===== config.mk =====
export PLATFORM = sky130hd
export DESIGN_NAME = json_token_syntax_checker_top
export DESIGN_NICKNAME = d
export VERILOG_FILES = /design/src/rtl/jtsc_pkg.sv /design/src/rtl/jtsc_nest_stack.sv /design/src/rtl/json_token_syntax_checker_top.sv
export SDC_FILE = /design/constraint.sdc
export NUM_CORES = 1
export LEC_CHECK = 0
export BUFFER_PORTS_ARGS = -buffer_cell sky130_fd_sc_hd__buf_2
export CAP_MARGIN = 0
export CORE_MARGIN = 2
export CORE_UTILIZATION = 65
export DETAILED_ROUTE_END_ITERATION = 10
export HOLD_SLACK_MARGIN = 0.02
export PLACE_DENSITY = 0.83
export SYNTH_ARGS = -nofsm -noshare
export SYNTH_HDL_FRONTEND = slang
export SYNTH_HIERARCHICAL = 1
export SYNTH_SLANG_ARGS = --single-unit

===== constraint.sdc =====
create_clock -name clk -period 6 [get_ports clk]
set_input_delay 1.2 -clock clk [delete_from_list [all_inputs] [get_ports clk]]
set_output_delay 1.2 -clock clk [all_outputs]
set_load 0.005 [all_outputs]

===== src/rtl/jtsc_pkg.sv =====
// shared constants and types for the json token syntax checker
package jtsc_pkg;

	localparam int MAX_DEPTH = 64;
	localparam int DEPTH_W   = $clog2(MAX_DEPTH + 1);
	localparam int IDX_W     = (MAX_DEPTH > 1) ? $clog2(MAX_DEPTH) : 1;

	typedef enum logic [3:0] {
		TK_LBRACE = 4'd0,
		TK_RBRACE = 4'd1,
		TK_LBRACK = 4'd2,
		TK_RBRACK = 4'd3,
		TK_COLON  = 4'd4,
		TK_COMMA  = 4'd5,
		TK_STRING = 4'd6,
		TK_NUMBER = 4'd7,
		TK_BOOL   = 4'd8,
		TK_NULL   = 4'd9
	} token_kind_t;

	typedef enum logic [1:0] {
		VERDICT_BUSY    = 2'd0,
		VERDICT_VALID   = 2'd1,
		VERDICT_INVALID = 2'd2
	} verdict_t;

	// control from the grammar logic to the nesting stack
	typedef struct packed {
		logic             push;
		logic             obj;
		logic [IDX_W-1:0] wr_idx;
		logic [IDX_W-1:0] rd_idx;
	} stack_ctl_t;

endpackage


===== src/rtl/jtsc_nest_stack.sv =====
// nesting stack memory with a registered top-of-stack read and write forwarding
module jtsc_nest_stack (
	input  logic                   clk,
	input  logic                   arst_n,
	input  jtsc_pkg::stack_ctl_t   ctl,
	output logic                   top_obj
);

	logic mem [jtsc_pkg::MAX_DEPTH];
	logic rd_q;
	logic fwd_valid_q;
	logic fwd_obj_q;

	// read port always fetches the entry that will be on top next cycle
	always_ff @(posedge clk) begin
		if (ctl.push) begin
			mem[ctl.wr_idx] <= ctl.obj;
		end
		rd_q <= mem[ctl.rd_idx];
	end

	// a push writes the very entry being read, so the read returns stale data
	always_ff @(posedge clk or negedge arst_n) begin
		if (!arst_n) begin
			fwd_valid_q <= 1'b0;
		end else begin
			fwd_valid_q <= ctl.push;
		end
	end

	always_ff @(posedge clk) begin
		fwd_obj_q <= ctl.obj;
	end

	assign top_obj = fwd_valid_q ? fwd_obj_q : rd_q;

endmodule


===== src/rtl/json_token_syntax_checker_top.sv =====
// top level: json token grammar checker with nesting stack and output skid buffer
//
// Takes one lexed JSON token per beat and returns one result beat per token:
// verdict is busy until the token marked last, then valid or invalid, and
// error_seen goes high from the first grammar error on. A token is taken every
// cycle while the result side keeps up; the result path has an output register
// and one skid entry, so a token is still taken on the cycle a result first
// stalls. No token waits on the nesting stack: its top is read from
// a one-port-write, one-port-read memory whose registered read is aimed at the
// next top, with a push forwarded around the memory. Nesting up to MAX_DEPTH
// levels is held; an opening bracket beyond that is an error. The stack needs
// no clearing after reset, and the last token returns the grammar state to reset.
module json_token_syntax_checker_top (
	input  logic       clk,
	input  logic       arst_n,
	input  logic       tok_valid,
	output logic       tok_stall,
	input  logic [3:0] token_kind,
	input  logic       last_token,
	output logic       res_valid,
	input  logic       res_stall,
	output logic [1:0] verdict,
	output logic       error_seen
);

	typedef enum logic [2:0] {
		GS_TOP        = 3'd0,
		GS_KEY_OR_END = 3'd1,
		GS_COLON      = 3'd2,
		GS_VALUE      = 3'd3,
		GS_AFTER_VAL  = 3'd4,
		GS_KEY        = 3'd5,
		GS_VAL_OR_END = 3'd6,
		GS_DONE       = 3'd7
	} gs_t;

	gs_t                           state_q, state_d, adv_state;
	logic [jtsc_pkg::DEPTH_W-1:0]  depth_q, depth_d, adv_depth;
	logic                          error_q, error_d;
	logic                          in_obj;
	logic                          accept;
	logic                          is_open, is_scalar;
	logic                          legal, do_open, do_close, overflow;
	logic                          step_ok, advance, new_err, doc_ok;
	logic [1:0]                    res_verdict;
	logic                          res_err;
	jtsc_pkg::stack_ctl_t          stack_ctl;

	logic [1:0] out_verdict_q, skid_verdict_q;
	logic       out_err_q, skid_err_q;
	logic       out_valid_q, skid_valid_q;

	assign accept    = tok_valid && !tok_stall;
	assign is_open   = (token_kind == jtsc_pkg::TK_LBRACE) || (token_kind == jtsc_pkg::TK_LBRACK);
	assign is_scalar = token_kind inside {[jtsc_pkg::TK_STRING : jtsc_pkg::TK_NULL]};

	always_comb begin
		legal     = 1'b0;
		do_open   = 1'b0;
		do_close  = 1'b0;
		adv_state = state_q;
		case (state_q)
			GS_TOP: begin
				do_open = is_open;
				legal   = is_open;
			end
			GS_KEY_OR_END: begin
				if (token_kind == jtsc_pkg::TK_STRING) begin
					legal     = 1'b1;
					adv_state = GS_COLON;
				end else if (token_kind == jtsc_pkg::TK_RBRACE) begin
					legal    = 1'b1;
					do_close = 1'b1;
				end
			end
			GS_KEY: begin
				if (token_kind == jtsc_pkg::TK_STRING) begin
					legal     = 1'b1;
					adv_state = GS_COLON;
				end
			end
			GS_COLON: begin
				if (token_kind == jtsc_pkg::TK_COLON) begin
					legal     = 1'b1;
					adv_state = GS_VALUE;
				end
			end
			GS_VALUE, GS_VAL_OR_END: begin
				if (state_q == GS_VAL_OR_END && token_kind == jtsc_pkg::TK_RBRACK) begin
					legal    = 1'b1;
					do_close = 1'b1;
				end else if (is_open) begin
					legal   = 1'b1;
					do_open = 1'b1;
				end else if (is_scalar) begin
					legal     = 1'b1;
					adv_state = GS_AFTER_VAL;
				end
			end
			GS_AFTER_VAL: begin
				if (token_kind == jtsc_pkg::TK_COMMA) begin
					legal     = 1'b1;
					adv_state = in_obj ? GS_KEY : GS_VALUE;
				end else if ((in_obj && token_kind == jtsc_pkg::TK_RBRACE) ||
				             (!in_obj && token_kind == jtsc_pkg::TK_RBRACK)) begin
					legal    = 1'b1;
					do_close = 1'b1;
				end
			end
			default: begin
				legal = 1'b0;
			end
		endcase

		adv_depth = depth_q;
		if (do_open) begin
			adv_state = (token_kind == jtsc_pkg::TK_LBRACE) ? GS_KEY_OR_END : GS_VAL_OR_END;
			adv_depth = depth_q + 1'b1;
		end else if (do_close) begin
			adv_state = (depth_q == jtsc_pkg::DEPTH_W'(1)) ? GS_DONE : GS_AFTER_VAL;
			adv_depth = depth_q - 1'b1;
		end
	end

	assign overflow = do_open && (depth_q == jtsc_pkg::DEPTH_W'(jtsc_pkg::MAX_DEPTH));
	assign step_ok  = legal && !overflow;
	assign advance  = !error_q && step_ok;
	assign new_err  = error_q || !step_ok;
	assign doc_ok   = !new_err && (adv_state == GS_DONE);

	always_comb begin
		state_d = state_q;
		depth_d = depth_q;
		error_d = error_q;
		if (accept) begin
			if (last_token) begin
				state_d = GS_TOP;
				depth_d = '0;
				error_d = 1'b0;
			end else if (advance) begin
				state_d = adv_state;
				depth_d = adv_depth;
			end else begin
				error_d = 1'b1;
			end
		end
	end

	always_comb begin
		if (last_token) begin
			res_verdict = doc_ok ? jtsc_pkg::VERDICT_VALID : jtsc_pkg::VERDICT_INVALID;
			res_err     = !doc_ok;
		end else begin
			res_verdict = jtsc_pkg::VERDICT_BUSY;
			res_err     = new_err;
		end
	end

	always_comb begin
		stack_ctl.push   = accept && advance && do_open;
		stack_ctl.obj    = (token_kind == jtsc_pkg::TK_LBRACE);
		stack_ctl.wr_idx = depth_q[jtsc_pkg::IDX_W-1:0];
		stack_ctl.rd_idx = jtsc_pkg::IDX_W'(depth_d - 1'b1);
	end

	jtsc_nest_stack u_stack (
		.clk     (clk),
		.arst_n  (arst_n),
		.ctl     (stack_ctl),
		.top_obj (in_obj)
	);

	always_ff @(posedge clk or negedge arst_n) begin
		if (!arst_n) begin
			state_q <= GS_TOP;
			depth_q <= '0;
			error_q <= 1'b0;
		end else begin
			state_q <= state_d;
			depth_q <= depth_d;
			error_q <= error_d;
		end
	end

	// output register plus one skid entry
	assign tok_stall = skid_valid_q;

	always_ff @(posedge clk or negedge arst_n) begin
		if (!arst_n) begin
			out_valid_q  <= 1'b0;
			skid_valid_q <= 1'b0;
		end else if (!out_valid_q || !res_stall) begin
			if (skid_valid_q) begin
				out_valid_q  <= 1'b1;
				skid_valid_q <= 1'b0;
			end else begin
				out_valid_q <= accept;
			end
		end else if (accept) begin
			skid_valid_q <= 1'b1;
		end
	end

	always_ff @(posedge clk) begin
		if (!out_valid_q || !res_stall) begin
			if (skid_valid_q) begin
				out_verdict_q <= skid_verdict_q;
				out_err_q     <= skid_err_q;
			end else begin
				out_verdict_q <= res_verdict;
				out_err_q     <= res_err;
			end
		end else if (accept) begin
			skid_verdict_q <= res_verdict;
			skid_err_q     <= res_err;
		end
	end

	assign res_valid  = out_valid_q;
	assign verdict    = out_verdict_q;
	assign error_seen = out_err_q;

endmodule

-- Word-level counts from Yosys, hierarchy flattened
Memory sizes are Yosys's and may differ from the RTL's. A register that Yosys moved wholly into a read port is not among the register bits.
Index checks and enable logic that the tools add are counted.
- flip-flop bits (word level): 21
- memory bits (writable): 64
- input port bits: 9
- output and inout port bits: 5
- logic and storage cells: 116
- memories: 1
- memories (name ; words ; bits a word ; read ports ; clocked after Yosys merged registers in ; write ports ; RTL line ; text):
    u_stack.mem ; 64 ; 1 ; 1 ; 1 ; 1 ; jtsc_nest_stack.sv:9 ; logic mem [jtsc_pkg::MAX_DEPTH];
- add/subtract/negate cells: 3
- $lt $le $gt $ge: 2
- equality and inequality tests: 16
- muxes and demuxes: 49
- bitwise logic cells: 1
- reduce and logical (&&, ||, !) cells: 33
- operator list (operator ; count):
    3-bit two-way mux ; 12
    7-bit two-way mux ; 5
    1-bit two-way mux ; 24
    3-bit equality test (second input constant) ; 4
    4-bit by 3-bit equality test with 1-bit output (second input constant) ; 3
    3-bit case mux with 4 select lines ; 1
    1-bit logical AND ; 11
    1-bit logical NOT ; 9
    4-bit by 2-bit equality test with 1-bit output (second input constant) ; 2
    2-bit two-way mux ; 4
    7-bit by 1-bit adder with 7-bit output (second input constant) ; 1
    7-bit by 1-bit equality test with 1-bit output (second input constant) ; 1
    7-bit equality test (second input constant) ; 1
    7-bit by 1-bit subtractor with 7-bit output (second input constant) ; 1
    3-bit by 2-bit equality test with 1-bit output (second input constant) ; 2
    1-bit case mux with 6 select lines ; 1
    2-bit AND reduction ; 3
    6-bit by 1-bit subtractor with 6-bit output (second input constant) ; 1
    4-bit by 1-bit equality test with 1-bit output (second input constant) ; 1
    4-bit by 3-bit greater-or-equal comparator with 1-bit output (second input constant) ; 1
    4-bit <= comparator (second input constant) ; 1
    4-bit logical NOT ; 1
    1-bit logical OR ; 4
    2-bit nonzero test ; 2
    other kinds (7) ; 8

-- Depth between registers and ports, before layout
- word-level depth: 15
- gate-level depth with buffers: 18
- mapped depth without buffers: 16

-- Hierarchy
The synthesis kept the hierarchy.
- by module, submodules not included (module ; times used ; cells each ; area each (um^2) ; sequential area each (um^2)):
    jtsc_nest_stack ; 1 ; 205 ; 3004.1 ; 1986.9
    json_token_syntax_checker_top ; 1 ; 196 ; 1701.6 ; 505.5

-- Worst setup path before layout
Ideal clock, no wire load.
- kind: input port to flip-flop
- start point: input token_kind[1]
- end point: memory u_stack.mem[0] (data pin)
- setup time: 0.871 ns
- data arrival time: 4.939 ns
- data required time: 5.129 ns
- slack: 0.189 ns
- stages: 2
- path buffers: 1
- path through: clkbuf_1 nor4_1
- RTL lines (what ; RTL line ; text):
    from (decl) ; json_token_syntax_checker_top.sv:18 ; input logic [3:0] token_kind,
    to (decl) ; jtsc_nest_stack.sv:9 ;

==> metrics.cfg <==
[yosys]
syn_area_um2 = 4710
syn_inst = 401
synth_compound_area_share_pct = 11.8
synth_area_per_cell_um2 = 11.7
synth.distinct_cells = 78
yosys.area_share.xor_xnor_pct = 0.931
synth_edf_count = 70
yosysSeqAreaShare_pct = 53.0
synth-seq-cells = 86
yosysWarnings = 6
ys.flop_type = edfxtp_1
synthAdderAreaFrac_pct = 1.06
synth_top_family_by_area = simple AND/OR/NAND/NOR gates
synth-simple-area-share_pct = 17.9
syn-num-nets = 414
synthArstFlopShare_pct = 16.3
synthMuxAreaShare_pct = 11.6

[setup_path]
r2r-end = u_stack/rd_q
crit_required_ps = 6240
worstRegToRegCells = 14
critPathArrivalTime_ps = 5050
critical_path.startpoint_type = primary input
critical_path_class = primary input to flop
r2r-start = state_q[1]
critPathCaptureType = flop
reg2reg_slack_ps = 1490
critPathMaxFanout = 14

[global_routing]
grt_first_pass_wirelength_mm = 16.1
grt_overflow_total = 0
grt_usage_pct = 27.6
grt_max_degree = 66
grt_pass1_vias = 3212
antenna_found_initial = 0

[clock_tree]
htree_levels = 3
cts.sinks = 86
cts_tree = yes
post_cts_buffers = 0
clk_pin_slew_worst_paths_ps = 90
hold_buffers = 0
insertion_delay_ps = 370
cts_buffer_depth = 2
clockRootBuffer = clkbuf_8
cts_resized = 0
numCtsBuffers = 9

[sta]
rsz0062_at_grt = false
fin_setup_tns_ps = 0
slew_viol_final = 0
fin_skew_ps = 9.20
tightest_slew_ps = 689
timing.fmax_mhz = 208
fin_crit_sh_pct = 80.2
layout_min_cycle_time_ps = 4810
relSlewSlack_pct = 53.9
setup_viol = 0
hold_viol_final = 0

[placement]
dpl_cell_area_um2 = 4800
hpwl_mm = 6.65
place_congestion = 0.997
io_buffers = 13
placed_cells = 494

[routing]
drc = 0
first_pass_iters = 5
drt_first_iter_violations = 345
vias = 3292
wl_per_cell_um = 19.7
antenna_left = 0
drt_wl_total_mm = 10.0
via_per_inst = 6.45

[die]
rows = 31
die_width_um = 89.1
dieArea_um2 = 7940
start_util_pct = 65.9
core_area_um2 = 7140
ios = 14
die_h_um = 89.1

[hold_path]
holdPathEnd = error_q
min_from = error_q
hold_depth = 2
hold_path.class = flop to flop

[power]
ir_drop_mv = 0.182
comb_power_share_pct = 29.8
p_per_area_nw_per_um2 = 316
clkPwrFrac_pct = 26.4
p_int_mw = 1.07
p_switching_mw = 0.520
p_leak_nw = 1.69
p_sw_share_pct = 32.8
pwr-share-seq_pct = 43.8

[finish]
layout.nets = 419
layoutNonFillerInstCount = 510
syn2layout_area_growth_pct = 6.43
diodes = 0
num-fill-cells = 525
stdcell_area_um2 = 5010
drive_gt1_share_pct = 15.8

[run_status]
status = finished, final reports clean

[job]
max_cap_violations = 0

[flip-flops by register name, indices dropped and copies added, names as in the netlist]
register             flops
error_q                  1
res_valid                1
depth_q                  7
u_stack/rd_q             1
u_stack/mem             64
verdict                  2
state_q                  3
error_seen               1
u_stack/fwd_valid_q      1
skid_verdict_q           2
u_stack/fwd_obj_q        1
tok_stall                1
skid_err_q               1
[cells by family (layout without fill, tap and decap cells)]
family | Yosys count | count (layout)
DFF | 86 | 86
muxes | 31 | 31
buffers and inverters | 36 | 46
and+or+nand+nor | 172 | 172
adders and majority gates | 4 | 4
AOI/OAI and AO/OA | 67 | 67
xor gates and xnor gates | 5 | 5
[power groups by stage]
stage          combinational (mW)  sequential (mW)  clock, mW
2_1_floorplan               0.394            0.685          0
3_3_place_gp                0.448            0.704          0
3_5_place_dp                0.467            0.705          0
4_1_cts                     0.469            0.691      0.423
5_1_grt                     0.510            0.696      0.447
6_report                    0.472            0.694      0.419
[cells in the mapped netlist (all sizes together) (2+ instances only)]
cell,count,area share [%]
a2111oi,2,0.64
nor2,80,6.4
or4,3,0.64
a41oi,2,0.37
xor2,2,0.37
xnor2,3,0.56
clkbuf,12,0.98
edfxtp,70,45
o21a,2,0.35
o22ai,4,0.53
mux4,16,8.3
a32oi,2,0.37
a22oi,3,0.88
nor3b,2,0.32
nand2b,12,1.6
o21ai,16,2.0
o211ai,3,0.58
dfrtp,14,7.4
nand3,9,0.96
o221ai,4,0.88
mux2i,11,2.3
mux2,4,0.96
nor3,6,0.64
nand2,26,2.1
buf,11,1.7
a21oi,8,1.0
inv,13,1.0
ha,4,1.1
nor2b,9,1.2
a31oi,3,0.72
nor4,5,0.80
o31ai,4,0.74
nand4b,2,0.37
nand4,4,0.66
nand3b,5,0.80
dfxtp,2,0.85
or3b,2,0.37
[worst max path at each step]
| stage | start | end | slack [ps] |
|---|---|---|---|
| final | token_kind[0] | u_stack/rd_q | 1190 |
| after global routing | token_kind[0] | u_stack/rd_q | 830 |
| after CTS | token_kind[0] | u_stack/rd_q | 1220 |
| after detailed placement | token_kind[0] | u_stack/rd_q | 840 |
| after global placement | token_kind[0] | u_stack/rd_q | 980 |
| after floorplan | token_kind[1] | u_stack/mem[0] | 190 |
[cell type report]
| class | instances | area (µm²) | area share [%] |
|---|---|---|---|
| clock buffers | 9 | 124 | 2.47 |
| repair buffers | 17 | 95.1 | 1.90 |
| flip-flops and latches | 86 | 2490 | 49.8 |
| clock inverters | 7 | 81.3 | 1.62 |
| well taps | 99 | 124 | 2.47 |
| inverters | 13 | 48.8 | 0.974 |
| multi-input cells | 279 | 2040 | 40.8 |
[worst max-delay path: stages]
cell and delay, ps:
buf_2 210, nor4_1 120, a22oi_2 540, o221ai_2 210, a31oi_4 290, nand2_1 160
o2bb2ai_1 340, inv_1 90, ha_1 280, inv_1 490, mux4_2 580, nor3b_1 200
nor4_1 80, a211oi_1 210, a21oi_1 60
[cells in the final DEF, fill, tap and decap left out, types with 3 or more instances in the layout]
| cell type | Yosys | routed |
|---|---|---|
| mux4_2 | 8 | 8 |
| mux2_2 | 4 | 4 |
| mux4_1 | 8 | 8 |
| mux2i_1 | 11 | 11 |
| o221ai_1 | 3 | 3 |
| buf_4 | 2 | 4 |
| o22ai_1 | 4 | 4 |
| nor4_1 | 4 | 3 |
| nand2b_1 | 12 | 12 |
| nand3b_1 | 5 | 5 |
| inv_1 | 13 | 13 |
| nand4_1 | 3 | 3 |
| nand3_1 | 9 | 9 |
| nand2_1 | 26 | 26 |
| nor3_1 | 6 | 6 |
| clkbuf_8 | 0 | 9 |
| o21ai_0 | 12 | 12 |
| ha_1 | 4 | 4 |
| xnor2_1 | 3 | 3 |
| buf_2 | 7 | 13 |
| a21oi_1 | 6 | 6 |
| dfrtp_1 | 14 | 14 |
| o31ai_1 | 3 | 3 |
| nor2_1 | 80 | 80 |
| nor2b_1 | 9 | 9 |
| edfxtp_1 | 70 | 70 |
[per-stage QoR]
step	total power [mW]	setup slack [ps]	utilization [%]	hold slack, ps
after CTS	1.58	1220	70.2	511
after floorplan	1.08	189	-	449
after global placement	1.15	985	67.3	480
final	1.58	1190	70.2	514
after global routing	1.65	834	70.2	530
after detailed placement	1.17	838	67.3	489
[metal layers]
layer	track usage [%]	wire [µm]	vias to the layer above
met1	40.1	4340	1604
li1	-	-	1513
met3	4.52	762	23
met4	11.9	235	0
met2	41.7	4710	152
met5	0	0	-
Power figures use the tool's default switching activity.
